<file path="src/rtl/core/ahvm_pkg.sv">
// Shared types and constants of the heater and voltage monitor.
`timescale 1ns / 1ps
package ahvm_pkg;

	localparam int ADC_W       = 10;
	localparam int SUM_W       = 20;
	localparam int CNT_W       = 10;
	localparam int CFG_W       = 20;
	localparam int CFG_IDX_W   = 2;
	localparam int DIV_N_W     = 20;
	localparam int DIV_D_W     = 11;
	localparam int DIV_CNT_W   = $clog2(DIV_N_W);
	localparam int SLOT_W      = 4;
	localparam int SLOT_COUNT  = 10;
	localparam int TEMP_W      = 11;
	localparam int VOLT_W      = 16;
	localparam int TREE_LEVELS = 16;
	localparam int TREE_CNT_W  = 16;
	localparam int LVL_W       = $clog2(TREE_LEVELS);
	localparam int PAIRS       = 2 * TREE_LEVELS;
	localparam int PAIR_IDX_W  = $clog2(PAIRS);
	localparam int TEMP_PROD_W = 35;
	localparam int TEMP_SHIFT  = 24;

	localparam logic [SLOT_W-1:0] SLOT_HEAT_A = SLOT_W'(0);
	localparam logic [SLOT_W-1:0] SLOT_HEAT_B = SLOT_W'(1);
	localparam logic [SLOT_W-1:0] SLOT_TEMP   = SLOT_W'(2);
	localparam logic [SLOT_W-1:0] SLOT_VOLT   = SLOT_W'(SLOT_COUNT - 1);

	localparam logic [CFG_IDX_W-1:0] CFG_KEEP_THRESHOLD    = CFG_IDX_W'(0);
	localparam logic [CFG_IDX_W-1:0] CFG_AVERAGE_COUNT     = CFG_IDX_W'(1);
	localparam logic [CFG_IDX_W-1:0] CFG_VOLTAGE_NUMERATOR = CFG_IDX_W'(2);

	localparam logic [ADC_W-1:0]   KEEP_THRESHOLD_RST    = ADC_W'(30);
	localparam logic [CNT_W-1:0]   AVERAGE_COUNT_RST     = CNT_W'(480);
	localparam logic [CFG_W-1:0]   VOLTAGE_NUMERATOR_RST = CFG_W'(112530);

	// (t*107+780)/100 as one multiply by 107*ceil(2^24/100) plus 780*ceil(2^24/100), then >> 24
	localparam logic [TEMP_PROD_W-1:0] TEMP_MUL = TEMP_PROD_W'(17951711);
	localparam logic [TEMP_PROD_W-1:0] TEMP_ADD = TEMP_PROD_W'(130862940);
	localparam logic [TEMP_W-1:0]      TEMP_RST = TEMP_W'(780 / 100);

	localparam logic [VOLT_W-1:0] VOLT_MAX   = '1;
	localparam logic [VOLT_W-1:0] PAIR_RESET = VOLT_W'(65278);

	typedef enum logic [1:0] {
		STAGE_OFF    = 2'd0,
		STAGE_KEEP   = 2'd1,
		STAGE_SINGLE = 2'd2,
		STAGE_DOUBLE = 2'd3
	} stage_t;

	typedef enum logic [2:0] {
		ST_IDLE,
		ST_EXEC,
		ST_DIV_WAIT,
		ST_TREE,
		ST_CLASSIFY,
		ST_FINISH
	} state_t;

	typedef struct packed {
		logic               start;
		logic [DIV_N_W-1:0] dividend;
		logic [DIV_D_W-1:0] divisor;
	} div_req_t;

	typedef struct packed {
		logic               busy;
		logic               done;
		logic [DIV_N_W-1:0] quotient;
	} div_rsp_t;

	typedef struct packed {
		logic              start;
		logic [VOLT_W-1:0] value;
	} tree_req_t;

	typedef struct packed {
		logic              busy;
		logic              done;
		logic [VOLT_W-1:0] minimum;
	} tree_rsp_t;

endpackage

</file>
<file path="src/rtl/core/ahvm_divider.sv">
// Restoring divider, one quotient bit per cycle.
`timescale 1ns / 1ps
module ahvm_divider (
	input  logic                clk,
	input  logic                arst_n,
	input  ahvm_pkg::div_req_t  req,
	output ahvm_pkg::div_rsp_t  rsp
);

	logic [ahvm_pkg::DIV_D_W-1:0]   rem_q;
	logic [ahvm_pkg::DIV_N_W-1:0]   quo_q;
	logic [ahvm_pkg::DIV_D_W-1:0]   dsr_q;
	logic [ahvm_pkg::DIV_CNT_W-1:0] cnt_q;
	logic                           busy_q;
	logic                           done_q;
	logic [ahvm_pkg::DIV_D_W:0]     partial;
	logic [ahvm_pkg::DIV_D_W:0]     diff;
	logic                           fits;

	assign partial = {rem_q, quo_q[ahvm_pkg::DIV_N_W-1]};
	assign diff    = partial - {1'b0, dsr_q};
	assign fits    = partial >= {1'b0, dsr_q};

	always_ff @(posedge clk or negedge arst_n) begin
		if (!arst_n) begin
			busy_q <= 1'b0;
			done_q <= 1'b0;
			cnt_q  <= '0;
		end else if (req.start) begin
			busy_q <= 1'b1;
			done_q <= 1'b0;
			cnt_q  <= '0;
		end else if (busy_q) begin
			cnt_q <= cnt_q + 1'b1;
			if (cnt_q == ahvm_pkg::DIV_CNT_W'(ahvm_pkg::DIV_N_W - 1)) begin
				busy_q <= 1'b0;
				done_q <= 1'b1;
			end
		end else begin
			done_q <= 1'b0;
		end
	end

	always_ff @(posedge clk) begin
		if (req.start) begin
			rem_q <= '0;
			quo_q <= req.dividend;
			dsr_q <= req.divisor;
		end else if (busy_q) begin
			rem_q <= fits ? diff[ahvm_pkg::DIV_D_W-1:0] : partial[ahvm_pkg::DIV_D_W-1:0];
			quo_q <= {quo_q[ahvm_pkg::DIV_N_W-2:0], fits};
		end
	end

	assign rsp.busy     = busy_q;
	assign rsp.done     = done_q;
	assign rsp.quotient = quo_q;

endmodule

</file>
<file path="src/rtl/core/ahvm_min_tree.sv">
// Binary minimum tree, one level per cycle, giving the sliding minimum.
`timescale 1ns / 1ps
module ahvm_min_tree (
	input  logic                clk,
	input  logic                arst_n,
	input  ahvm_pkg::tree_req_t req,
	output ahvm_pkg::tree_rsp_t rsp
);

	logic [ahvm_pkg::VOLT_W-1:0]     pairs_q [ahvm_pkg::PAIRS];
	logic [ahvm_pkg::TREE_CNT_W-1:0] counter_q;
	logic [ahvm_pkg::TREE_CNT_W-1:0] c_q;
	logic [ahvm_pkg::LVL_W-1:0]      lvl_q;
	logic [ahvm_pkg::VOLT_W-1:0]     v_q;
	logic [ahvm_pkg::VOLT_W-1:0]     min_q;
	logic                            busy_q;
	logic                            done_q;
	logic                            side;
	logic [ahvm_pkg::PAIR_IDX_W-1:0] wr_idx;
	logic [ahvm_pkg::PAIR_IDX_W-1:0] sib_idx;
	logic [ahvm_pkg::VOLT_W-1:0]     sib;
	logic [ahvm_pkg::VOLT_W-1:0]     v_next;

	assign side    = c_q[lvl_q];
	assign wr_idx  = {lvl_q, side};
	assign sib_idx = {lvl_q, ~side};
	assign sib     = pairs_q[sib_idx];
	assign v_next  = (v_q < sib) ? v_q : sib;

	always_ff @(posedge clk or negedge arst_n) begin
		if (!arst_n) begin
			for (int i = 0; i < ahvm_pkg::PAIRS; i++) begin
				pairs_q[i] <= ahvm_pkg::PAIR_RESET;
			end
			counter_q <= '0;
			min_q     <= '0;
			busy_q    <= 1'b0;
			done_q    <= 1'b0;
			lvl_q     <= '0;
			c_q       <= '0;
			v_q       <= '0;
		end else if (req.start) begin
			c_q       <= counter_q;
			counter_q <= counter_q + 1'b1;
			v_q       <= req.value;
			lvl_q     <= '0;
			busy_q    <= 1'b1;
			done_q    <= 1'b0;
		end else if (busy_q) begin
			pairs_q[wr_idx] <= v_q;
			v_q             <= v_next;
			lvl_q           <= lvl_q + 1'b1;
			if (lvl_q == ahvm_pkg::LVL_W'(ahvm_pkg::TREE_LEVELS - 1)) begin
				min_q  <= v_next;
				busy_q <= 1'b0;
				done_q <= 1'b1;
			end
		end else begin
			done_q <= 1'b0;
		end
	end

	assign rsp.busy    = busy_q;
	assign rsp.done    = done_q;
	assign rsp.minimum = min_q;

endmodule

</file>
<file path="src/rtl/core/adc_heater_voltage_monitor_unit.sv">
// Top level of the heater and supply voltage monitor: sequencer, state and result register.
`timescale 1ns / 1ps
// One converter sample is taken per transfer and one result is returned per sample. A
// sample that is dropped, latches the temperature or adds to a first heater channel block
// passes through the execute and finish states, and a second heater channel sample also
// passes the classify state, which classifies the stage. A heater sample that closes its
// block average also waits for the shared 20-bit divider, which produces one quotient bit
// per cycle. A supply voltage sample runs the divider followed by the 16-level minimum tree
// that is walked one level per cycle, and skips the division when the sample is zero. The
// result becomes valid in the same cycle that the next sample can be taken. The sample port
// is not ready while an item is in work; a finished result waits in the output register and
// does not hold off the next sample unless a second result is ready before it has been taken.
module adc_heater_voltage_monitor_unit (
	input  logic                                  clk,
	input  logic                                  arst_n,
	input  logic                                  cfg_we,
	input  logic [ahvm_pkg::CFG_IDX_W-1:0]        cfg_index,
	input  logic [ahvm_pkg::CFG_W-1:0]            cfg_data,
	input  logic                                  sample_valid,
	output logic                                  sample_ready,
	input  logic [ahvm_pkg::ADC_W-1:0]            adc_sample,
	output logic                                  result_valid,
	input  logic                                  result_ready,
	output logic [ahvm_pkg::SLOT_W-1:0]           sample_slot,
	output logic [1:0]                            heater_stage,
	output logic [ahvm_pkg::ADC_W-1:0]            heater_avg_a,
	output logic [ahvm_pkg::ADC_W-1:0]            heater_avg_b,
	output logic [ahvm_pkg::TEMP_W-1:0]           temperature,
	output logic [ahvm_pkg::VOLT_W-1:0]           min_voltage
);

	ahvm_pkg::state_t state_q, state_d;

	logic [ahvm_pkg::ADC_W-1:0]  keep_threshold_q;
	logic [ahvm_pkg::CNT_W-1:0]  average_count_q;
	logic [ahvm_pkg::CFG_W-1:0]  voltage_numerator_q;

	logic [ahvm_pkg::SLOT_W-1:0] slot_index_q;
	logic [ahvm_pkg::SLOT_W-1:0] slot_q;
	logic [ahvm_pkg::ADC_W-1:0]  sample_q;
	logic [ahvm_pkg::SUM_W-1:0]  sum_a_q, sum_b_q;
	logic [ahvm_pkg::CNT_W-1:0]  count_a_q, count_b_q;
	logic [ahvm_pkg::ADC_W-1:0]  avg_a_q, avg_b_q;
	ahvm_pkg::stage_t            committed_q, pending_q;
	logic [ahvm_pkg::TEMP_W-1:0] temp_q;

	logic                        result_valid_q;
	logic [ahvm_pkg::SLOT_W-1:0] out_slot_q;
	ahvm_pkg::stage_t            out_stage_q;
	logic [ahvm_pkg::ADC_W-1:0]  out_avg_a_q, out_avg_b_q;
	logic [ahvm_pkg::TEMP_W-1:0] out_temp_q;
	logic [ahvm_pkg::VOLT_W-1:0] out_volt_q;

	ahvm_pkg::div_req_t  div_req;
	ahvm_pkg::div_rsp_t  div_rsp;
	ahvm_pkg::tree_req_t tree_req;
	ahvm_pkg::tree_rsp_t tree_rsp;

	logic                        is_b;
	logic [ahvm_pkg::SUM_W-1:0]  sum_new;
	logic [ahvm_pkg::CNT_W-1:0]  cnt_new;
	logic                        block_done;
	logic [ahvm_pkg::DIV_D_W-1:0] block_n;
	logic [ahvm_pkg::VOLT_W-1:0] volt_value;
	logic [ahvm_pkg::TEMP_PROD_W-1:0] temp_prod;
	ahvm_pkg::stage_t            stage_new;
	logic                        accept;
	logic                        load;
	logic [ahvm_pkg::SLOT_W:0]   slot_inc;

	assign accept       = sample_valid && sample_ready;
	assign sample_ready = (state_q == ahvm_pkg::ST_IDLE);
	assign load         = (state_q == ahvm_pkg::ST_FINISH) && (!result_valid_q || result_ready);
	assign slot_inc     = {1'b0, slot_q} + 1'b1;

	assign is_b       = (slot_q == ahvm_pkg::SLOT_HEAT_B);
	assign sum_new    = (is_b ? sum_b_q : sum_a_q) + ahvm_pkg::SUM_W'(sample_q);
	assign cnt_new    = (is_b ? count_b_q : count_a_q) + 1'b1;
	assign block_done = (cnt_new == '0) || (cnt_new >= average_count_q);
	assign block_n    = {(cnt_new == '0), cnt_new};

	assign temp_prod  = ahvm_pkg::TEMP_PROD_W'(sample_q) * ahvm_pkg::TEMP_MUL
		+ ahvm_pkg::TEMP_ADD;

	assign volt_value = (|div_rsp.quotient[ahvm_pkg::DIV_N_W-1:ahvm_pkg::VOLT_W])
		? ahvm_pkg::VOLT_MAX : div_rsp.quotient[ahvm_pkg::VOLT_W-1:0];

	always_comb begin
		if (avg_a_q == '0 && avg_b_q == '0) begin
			stage_new = ahvm_pkg::STAGE_OFF;
		end else if (avg_a_q < keep_threshold_q && avg_b_q < keep_threshold_q) begin
			stage_new = ahvm_pkg::STAGE_KEEP;
		end else if (avg_a_q == '0 || avg_b_q == '0) begin
			stage_new = ahvm_pkg::STAGE_SINGLE;
		end else begin
			stage_new = ahvm_pkg::STAGE_DOUBLE;
		end
	end

	always_comb begin
		state_d = state_q;
		case (state_q)
			ahvm_pkg::ST_IDLE: begin
				if (sample_valid) state_d = ahvm_pkg::ST_EXEC;
			end
			ahvm_pkg::ST_EXEC: begin
				case (slot_q)
					ahvm_pkg::SLOT_HEAT_A: begin
						state_d = block_done ? ahvm_pkg::ST_DIV_WAIT : ahvm_pkg::ST_FINISH;
					end
					ahvm_pkg::SLOT_HEAT_B: begin
						state_d = block_done ? ahvm_pkg::ST_DIV_WAIT : ahvm_pkg::ST_CLASSIFY;
					end
					ahvm_pkg::SLOT_VOLT: begin
						state_d = (sample_q == '0) ? ahvm_pkg::ST_TREE : ahvm_pkg::ST_DIV_WAIT;
					end
					default: state_d = ahvm_pkg::ST_FINISH;
				endcase
			end
			ahvm_pkg::ST_DIV_WAIT: begin
				if (div_rsp.done) begin
					case (slot_q)
						ahvm_pkg::SLOT_HEAT_B: state_d = ahvm_pkg::ST_CLASSIFY;
						ahvm_pkg::SLOT_VOLT:   state_d = ahvm_pkg::ST_TREE;
						default:               state_d = ahvm_pkg::ST_FINISH;
					endcase
				end
			end
			ahvm_pkg::ST_TREE: begin
				if (tree_rsp.done) state_d = ahvm_pkg::ST_FINISH;
			end
			ahvm_pkg::ST_CLASSIFY: state_d = ahvm_pkg::ST_FINISH;
			ahvm_pkg::ST_FINISH: begin
				if (load) state_d = ahvm_pkg::ST_IDLE;
			end
			default: state_d = ahvm_pkg::ST_IDLE;
		endcase
	end

	always_comb begin
		div_req.start    = 1'b0;
		div_req.dividend = '0;
		div_req.divisor  = '0;
		tree_req.start   = 1'b0;
		tree_req.value   = '0;
		case (state_q)
			ahvm_pkg::ST_EXEC: begin
				case (slot_q)
					ahvm_pkg::SLOT_HEAT_A, ahvm_pkg::SLOT_HEAT_B: begin
						div_req.start    = block_done;
						div_req.dividend = sum_new;
						div_req.divisor  = block_n;
					end
					ahvm_pkg::SLOT_VOLT: begin
						div_req.start    = (sample_q != '0);
						div_req.dividend = voltage_numerator_q;
						div_req.divisor  = ahvm_pkg::DIV_D_W'(sample_q);
						tree_req.start   = (sample_q == '0);
						tree_req.value   = ahvm_pkg::VOLT_MAX;
					end
					default: begin
						div_req.start = 1'b0;
					end
				endcase
			end
			ahvm_pkg::ST_DIV_WAIT: begin
				tree_req.start = div_rsp.done && (slot_q == ahvm_pkg::SLOT_VOLT);
				tree_req.value = volt_value;
			end
			default: begin
				tree_req.start = 1'b0;
			end
		endcase
	end

	always_ff @(posedge clk or negedge arst_n) begin
		if (!arst_n) begin
			state_q             <= ahvm_pkg::ST_IDLE;
			keep_threshold_q    <= ahvm_pkg::KEEP_THRESHOLD_RST;
			average_count_q     <= ahvm_pkg::AVERAGE_COUNT_RST;
			voltage_numerator_q <= ahvm_pkg::VOLTAGE_NUMERATOR_RST;
			slot_index_q        <= '0;
			slot_q              <= '0;
			sample_q            <= '0;
			sum_a_q             <= '0;
			sum_b_q             <= '0;
			count_a_q           <= '0;
			count_b_q           <= '0;
			avg_a_q             <= '0;
			avg_b_q             <= '0;
			committed_q         <= ahvm_pkg::STAGE_OFF;
			pending_q           <= ahvm_pkg::STAGE_OFF;
			temp_q              <= ahvm_pkg::TEMP_RST;
			result_valid_q      <= 1'b0;
		end else begin
			state_q <= state_d;
			if (cfg_we) begin
				case (cfg_index)
					ahvm_pkg::CFG_KEEP_THRESHOLD:    keep_threshold_q <= cfg_data[ahvm_pkg::ADC_W-1:0];
					ahvm_pkg::CFG_AVERAGE_COUNT:     average_count_q  <= cfg_data[ahvm_pkg::CNT_W-1:0];
					ahvm_pkg::CFG_VOLTAGE_NUMERATOR: voltage_numerator_q <= cfg_data;
					default: ;
				endcase
			end
			if (accept) begin
				slot_q   <= slot_index_q;
				sample_q <= adc_sample;
			end
			if (state_q == ahvm_pkg::ST_EXEC) begin
				if (slot_q == ahvm_pkg::SLOT_HEAT_A) begin
					sum_a_q   <= block_done ? '0 : sum_new;
					count_a_q <= block_done ? '0 : cnt_new;
				end
				if (slot_q == ahvm_pkg::SLOT_HEAT_B) begin
					sum_b_q   <= block_done ? '0 : sum_new;
					count_b_q <= block_done ? '0 : cnt_new;
				end
				if (slot_q == ahvm_pkg::SLOT_TEMP) begin
					temp_q <= temp_prod[ahvm_pkg::TEMP_SHIFT +: ahvm_pkg::TEMP_W];
				end
			end
			if (state_q == ahvm_pkg::ST_DIV_WAIT && div_rsp.done) begin
				case (slot_q)
					ahvm_pkg::SLOT_HEAT_A: avg_a_q <= div_rsp.quotient[ahvm_pkg::ADC_W-1:0];
					ahvm_pkg::SLOT_HEAT_B: avg_b_q <= div_rsp.quotient[ahvm_pkg::ADC_W-1:0];
					default: ;
				endcase
			end
			if (state_q == ahvm_pkg::ST_CLASSIFY) begin
				if (stage_new == pending_q) begin
					committed_q <= stage_new;
				end else begin
					pending_q <= stage_new;
				end
			end
			if (load) begin
				slot_index_q   <= (slot_inc >= (ahvm_pkg::SLOT_W+1)'(ahvm_pkg::SLOT_COUNT))
					? '0 : slot_inc[ahvm_pkg::SLOT_W-1:0];
				result_valid_q <= 1'b1;
			end else if (result_ready) begin
				result_valid_q <= 1'b0;
			end
		end
	end

	always_ff @(posedge clk) begin
		if (load) begin
			out_slot_q  <= slot_q;
			out_stage_q <= committed_q;
			out_avg_a_q <= avg_a_q;
			out_avg_b_q <= avg_b_q;
			out_temp_q  <= temp_q;
			out_volt_q  <= tree_rsp.minimum;
		end
	end

	ahvm_divider u_divider (
		.clk    (clk),
		.arst_n (arst_n),
		.req    (div_req),
		.rsp    (div_rsp)
	);

	ahvm_min_tree u_min_tree (
		.clk    (clk),
		.arst_n (arst_n),
		.req    (tree_req),
		.rsp    (tree_rsp)
	);

	assign result_valid = result_valid_q;
	assign sample_slot  = out_slot_q;
	assign heater_stage = out_stage_q;
	assign heater_avg_a = out_avg_a_q;
	assign heater_avg_b = out_avg_b_q;
	assign temperature  = out_temp_q;
	assign min_voltage  = out_volt_q;

`ifndef SYNTHESIS
	a_slot_range: assert property (@(posedge clk) disable iff (!arst_n)
		slot_index_q < ahvm_pkg::SLOT_W'(ahvm_pkg::SLOT_COUNT))
		else $error("slot index out of range");
	a_idle_units: assert property (@(posedge clk) disable iff (!arst_n)
		sample_ready |-> !div_rsp.busy && !tree_rsp.busy)
		else $error("sample taken while a shared unit is busy");
	a_div_done: assert property (@(posedge clk) disable iff (!arst_n)
		div_rsp.done |-> state_q == ahvm_pkg::ST_DIV_WAIT)
		else $error("divider finished outside its wait state");
	a_tree_done: assert property (@(posedge clk) disable iff (!arst_n)
		tree_rsp.done |-> state_q == ahvm_pkg::ST_TREE)
		else $error("minimum tree finished outside its wait state");
`endif

endmodule
</file>
<file path="config.mk">
export PLATFORM = sky130hd
export DESIGN_NAME = adc_heater_voltage_monitor_unit
export DESIGN_NICKNAME = d
export VERILOG_FILES = /design/src/rtl/core/ahvm_pkg.sv /design/src/rtl/core/ahvm_divider.sv /design/src/rtl/core/ahvm_min_tree.sv /design/src/rtl/core/adc_heater_voltage_monitor_unit.sv
export SDC_FILE = /design/constraint.sdc
export NUM_CORES = 2
export LEC_CHECK = 0
export ABC_AREA = 1
export ABC_CLOCK_PERIOD_IN_PS = 7900
export BUFFER_PORTS_ARGS = -buffer_cell sky130_fd_sc_hd__buf_2
export CAP_MARGIN = 20
export CORE_ASPECT_RATIO = 2
export CORE_MARGIN = 2
export CORE_UTILIZATION = 55
export CTS_CLUSTER_DIAMETER = 40
export DETAILED_ROUTE_END_ITERATION = 16
export PLACE_DENSITY = 0.71
export SETUP_SLACK_MARGIN = 0.5
export SYNTH_ARGS = -nofsm -noshare
export SYNTH_HDL_FRONTEND = slang
export SYNTH_HIERARCHICAL = 1
export SYNTH_SLANG_ARGS = --single-unit
</file>
<file path="constraint.sdc">
create_clock -name clk -period 7.9 [get_ports clk]
set_clock_uncertainty 0.15 [all_clocks]
set_input_delay 1.58 -clock clk [delete_from_list [all_inputs] [get_ports clk]]
set_output_delay 1.58 -clock clk [all_outputs]
set_load 0.02 [all_outputs]
</file>
### Yosys cells after proc, flatten, opt, wreduce, memory -nomap -nowiden

Cells that the tools add are included.

| storage, ports and cells | value |
|---|---|
| flip-flop bits (word level) | 841 |
| word-level logic and storage cells | 205 |

| operators by class | value |
|---|---|
| add/sub/neg operators | 8 |
| $mul | 1 |
| order comparisons | 10 |
| equality and inequality tests | 19 |
| muxes and demuxes | 57 |
| bitwise logic cells | 5 |
| reduce and logical (&&, ||, !) cells | 37 |

Operators with widths:

| cell | count |
|---|---|
| $bwmux W512 | 1 |
| $mux W16 | 7 |
| $bmux W16 S5 | 1 |
| $demux W16 S5 | 1 |
| $mux W20 | 4 |
| $pmux W31 S2 | 1 |
| $logic_not A10 Y1 | 4 |
| $add A35 B27 Y35 const B | 1 |
| $mul A10 B25 Y35 const B | 1 |
| $mux W32 | 1 |
| $pmux W16 S2 | 1 |
| $reduce_and A2 Y1 | 11 |
| $add A20 B10 Y20 | 1 |
| $lt A10 B10 Y1 | 2 |
| $mux W10 | 2 |
| $mux W3 | 6 |
| $pmux W3 S6 | 1 |
| $mux W1 | 17 |
| $mux W17 | 1 |
| $add A16 B1 Y16 const B | 1 |
| $lt A16 B16 Y1 | 1 |
| $ge A12 B11 Y1 | 1 |
| $ge A6 B6 Y1 const B | 2 |
| $mux W4 | 3 |
| other kinds (43) | 65 |

### Logic depth before layout (Yosys ltp)

| logic depth | value |
|---|---|
| depth after elaboration | 11 |
| depth in mapped cells | 31 |

### By module

The synthesis kept the hierarchy.

Modules (own cells, without submodules):

| module | times used | cells an instance | area an instance (sq um) | seq. area each (sq um) |
|---|---|---|---|---|
| ahvm_min_tree | 1 | 2738 | 25654.6 | 15124.5 |
| adc_heater_voltage_monitor_unit | 1 | 1813 | 15537.4 | 5546.6 |
| ahvm_divider | 1 | 349 | 2827.7 | 1326.3 |

### Worst setup path before layout

Ideal clock, no wire load.

| timing path | value |
|---|---|
| path type | register to register |
| start point | reg sample_q[8] in the netlist's numbering |
| end point | reg temp_q[2] in the netlist's numbering |
| arrival | 4.906 ns |
| required time | 7.673 ns |
| path slack | 2.767 ns |
| cell stages (with the launch flop) | 22 |
| cells stage by stage | dfrtp_1 > clkbuf_1 > inv_1 > ha_1 > inv_1 > fa_1 > inv_1 > fa_1 > fa_1 > inv_1 > fa_1 > inv_1 > ha_1 > nand2_1 > nand2_1 > o21bai_1 > a21oi_1 > o21ai_0 > a21o_1 > or2_2 > nand3_1 > nand2_1 |

| between the ends | value |
|---|---|
| cells in the longest elaborated chain, start to end | 2 |

Ends and longest elaborated chain:

| item | RTL line | source |
|---|---|---|
| from (decl) | adc_heater_voltage_monitor_unit.sv:40 | `logic [ahvm_pkg::ADC_W-1:0] sample_q;` |
| from (signal assigned) | adc_heater_voltage_monitor_unit.sv:207 | `sample_q <= adc_sample;` |
| $mul A10 B25 Y35 | adc_heater_voltage_monitor_unit.sv:82 | `assign temp_prod = ahvm_pkg::TEMP_PROD_W'(sample_q) * ahvm_pkg::TEMP_MUL` |
| $add A35 B27 Y35 | adc_heater_voltage_monitor_unit.sv:83 | `+ ahvm_pkg::TEMP_ADD;` |
| to (signal assigned) | adc_heater_voltage_monitor_unit.sv:193 | `temp_q <= ahvm_pkg::TEMP_RST;` |
| to (signal assigned) | adc_heater_voltage_monitor_unit.sv:219 | `temp_q <= temp_prod[ahvm_pkg::TEMP_SHIFT +: ahvm_pkg::TEMP_W];` |
| to (decl) | adc_heater_voltage_monitor_unit.sv:45 | `logic [ahvm_pkg::TEMP_W-1:0] temp_q;` |

Every way passes these cells.
A chain may end at the register's enable or synchronous reset.

### Final worst setup path

| timing path | value |
|---|---|
| start point | reg u_min_tree/lvl_q[0] in the netlist's numbering |
| end point | reg u_min_tree/min_q[13] in the netlist's numbering |

| between the ends | value |
|---|---|
| cells in the longest elaborated chain, start to end | 9 |
| elaborated cells on any way between the ends | 11 |

Ends and longest elaborated chain:

| item | RTL line | source |
|---|---|---|
| from (decl) | ahvm_min_tree.sv:13 | `logic [ahvm_pkg::LVL_W-1:0] lvl_q;` |
| from (signal assigned) | ahvm_min_tree.sv:52 | `lvl_q <= lvl_q + 1'b1;` |
| $bmux W1 S4 | ahvm_min_tree.sv:24 | `assign side = c_q[lvl_q];` |
| $mux W1 (implied by the code) | ahvm_min_tree.sv:24 |  |
| $not A1 Y1 | ahvm_min_tree.sv:26 | `assign sib_idx = {lvl_q, ~side};` |
| $not A5 Y6 (implied by the code) | ahvm_min_tree.sv:27 | `assign sib = pairs_q[sib_idx];` |
| $bmux W16 S5 | ahvm_min_tree.sv:27 |  |
| $mux W16 (implied by the code) (2 in a row) | ahvm_min_tree.sv:27 |  |
| $lt A16 B16 Y1 | ahvm_min_tree.sv:28 | `assign v_next = (v_q < sib) ? v_q : sib;` |
| $mux W16 | ahvm_min_tree.sv:28 |  |
| to (signal assigned) | ahvm_min_tree.sv:54 | `min_q <= v_next;` |
| to (decl) | ahvm_min_tree.sv:15 | `logic [ahvm_pkg::VOLT_W-1:0] min_q;` |

Several ways; a longest one is shown, not always the timed one. The select of a mux whose other input is x is not followed.

==> impl_metrics.ini <==
[placement]
gp_congestion = 0.955
io_buffers = 91
hpwl_um = 90200
place_area_um2 = 45100
dp_cells = 5808
dp_slack_ns = 1.66

[route]
first_pass_iters = 7
drc = 0
drt_wl_total_um = 129000
avgViaCountPerCell = 5.88
drtAntennaViolNets = 0
num_vias = 35108
routedWlPerCell_um = 21.6
initialDrtViolationCount = 2898

[floorplan]
die_area_um2 = 82400
dieHeight_um = 404
die-width_um = 204
core_um2 = 79300
io_pins = 92
rows = 146
start_util_pct = 55.5

[clock_network]
cts-resized-gates = 0
cts_setup_buffers = 0
cts_sinks = 841
cts.path.max_buffers = 3
clk_latency_ns = 0.68
cts_tree = built
hold_buffers = 0
cts-root-buf = clkbuf_16
ctsHtreeMaxLevel = 3
cts_buffers = 84
clkTransAtPathRegs_ns = 0.06

[global_routing]
grt_pass1_vias = 35580
antenna_found_initial = 0
track_usage_pct = 31.7
met3_usage_pct = 4.28
met1_usage_pct = 34.4
grt-ovfl-total = 0
grt_busiest_layer = met2
grt_pass1_wl_um = 200000
use_met2_pct = 57.1
grt_max_degree = 171

[timing]
period_needed_ns = 6.37
layout_setup_ws_ns = 1.53
period_share_pct = 80.7
slew_violations = 0
finalHoldViolations = 0
rsz0062_at_grt = no
fmax_mhz = 157
slew_headroom_pct = 27.8
worst_pin_slew_ns = 1.08
setup_tns_ns = 0
finalSetupViolCount = 0

[worst_setup_path]
crit_path_max_fanout = 59
path_class = flop to flop
arrival_ns = 6.78
crit_path_start_kind = flop
crit_required_ns = 8.31
end_kind = flop

[status]
status = complete, no violations

[finish]
final_common_cell = nand2_1
area_growth_pct = 9.30
fillers = 6905
drive_above_1_share_pct = 18.6
layout.cells.non_filler = 5966
final_cell_mix = 1320 x nand2_1, 731 x o21ai_0, 469 x dfstp_2
postLayoutCellArea_um2 = 48100
final_nets = 5162
diodes = 0

[synth]
syn_area_um2 = 44000
synth_fp_nets = 5199
yosys_warnings = 6
syn_avg_cell_area_um2 = 8.98
synthCells = 4898

[hold_path]
hold_path_class = flop to flop

[job]
drv_cap = 0
worst max-delay path: stages, from the launching register on:
cell,delay (ns)
dfrtp_1,0.94
inv_2,0.34
nand2_1,0.14
nand2_1,0.06
nand2_1,0.06
nand2_1,0.08
a21oi_4,0.39
nand2_2,0.44
nand2_4,0.76
buf_4,0.41
o221ai_1,0.15
a22o_1,0.24
nor2_1,0.28
nand4_1,0.25
ha_1,0.37
nand2_1,0.06
inv_1,0.05
nand2_1,0.04
nand2_1,0.11
nand2_1,0.07
nand2_1,0.13
nand2_4,0.17
nand2_4,0.25
nand2_1,0.12
nand3_1,0.08
nand2_1,0.06
metal layers:
metal	up-vias	wire length, um	share of wire [%]
li1	16298	-	-
met1	17040	46100	36
met2	1267	66700	52
met3	503	6540	5.1
met4	0	9580	7.4
met5	-	0	0
flip-flops by register name (all words and copies together), names as in the netlist, 16 cells and up:
signal,count
u_divider/quo_q,20
min_voltage,16
voltage_numerator_q,20
sum_b_q,20
u_min_tree/pairs_q,512
u_min_tree/counter_q,16
u_min_tree/v_q,16
u_min_tree/min_q,16
sum_a_q,20
u_min_tree/c_q,16
cell type report:
| type | instances | area (um^2) | share of cell area (%) |
|---|---|---|---|
| flip-flops and latches | 841 | 22000 | 45.7 |
| multi-input cells | 3365 | 19200 | 40.0 |
| clock buffers | 113 | 2460 | 5.11 |
| inverters | 402 | 1520 | 3.16 |
| well taps | 1036 | 1300 | 2.70 |
| repair buffers | 167 | 1170 | 2.44 |
| clock inverters | 42 | 432 | 0.897 |
stage by stage:
stage	utilization [%]	hold WS, ns
floorplan	-	0.275
global placement	56.9	0.282
finish	60.7	0.307
CTS	60.6	0.310
detailed placement	56.9	0.284
global route	60.7	0.321
worst paths after layout:
check                                          from                       end  slack (ns)  cells after the start
worst max-delay path            u_min_tree/lvl_q[0]      u_min_tree/min_q[13]        1.53                     25
worst min-delay path            u_min_tree/min_q[0]            min_voltage[0]        0.31                      0
worst max register to register  u_min_tree/lvl_q[0]      u_min_tree/min_q[13]        1.53                     25
worst min register to register  u_min_tree/min_q[0]            min_voltage[0]        0.31                      0
max in group asynchronous                    arst_n       u_min_tree/min_q[9]        5.29                      2
min in group asynchronous                    arst_n  u_min_tree/counter_q[14]        0.79                      1
Power is not shown: default switching activity piles up to over one toggle a cycle in this logic, so the estimate is an artifact.
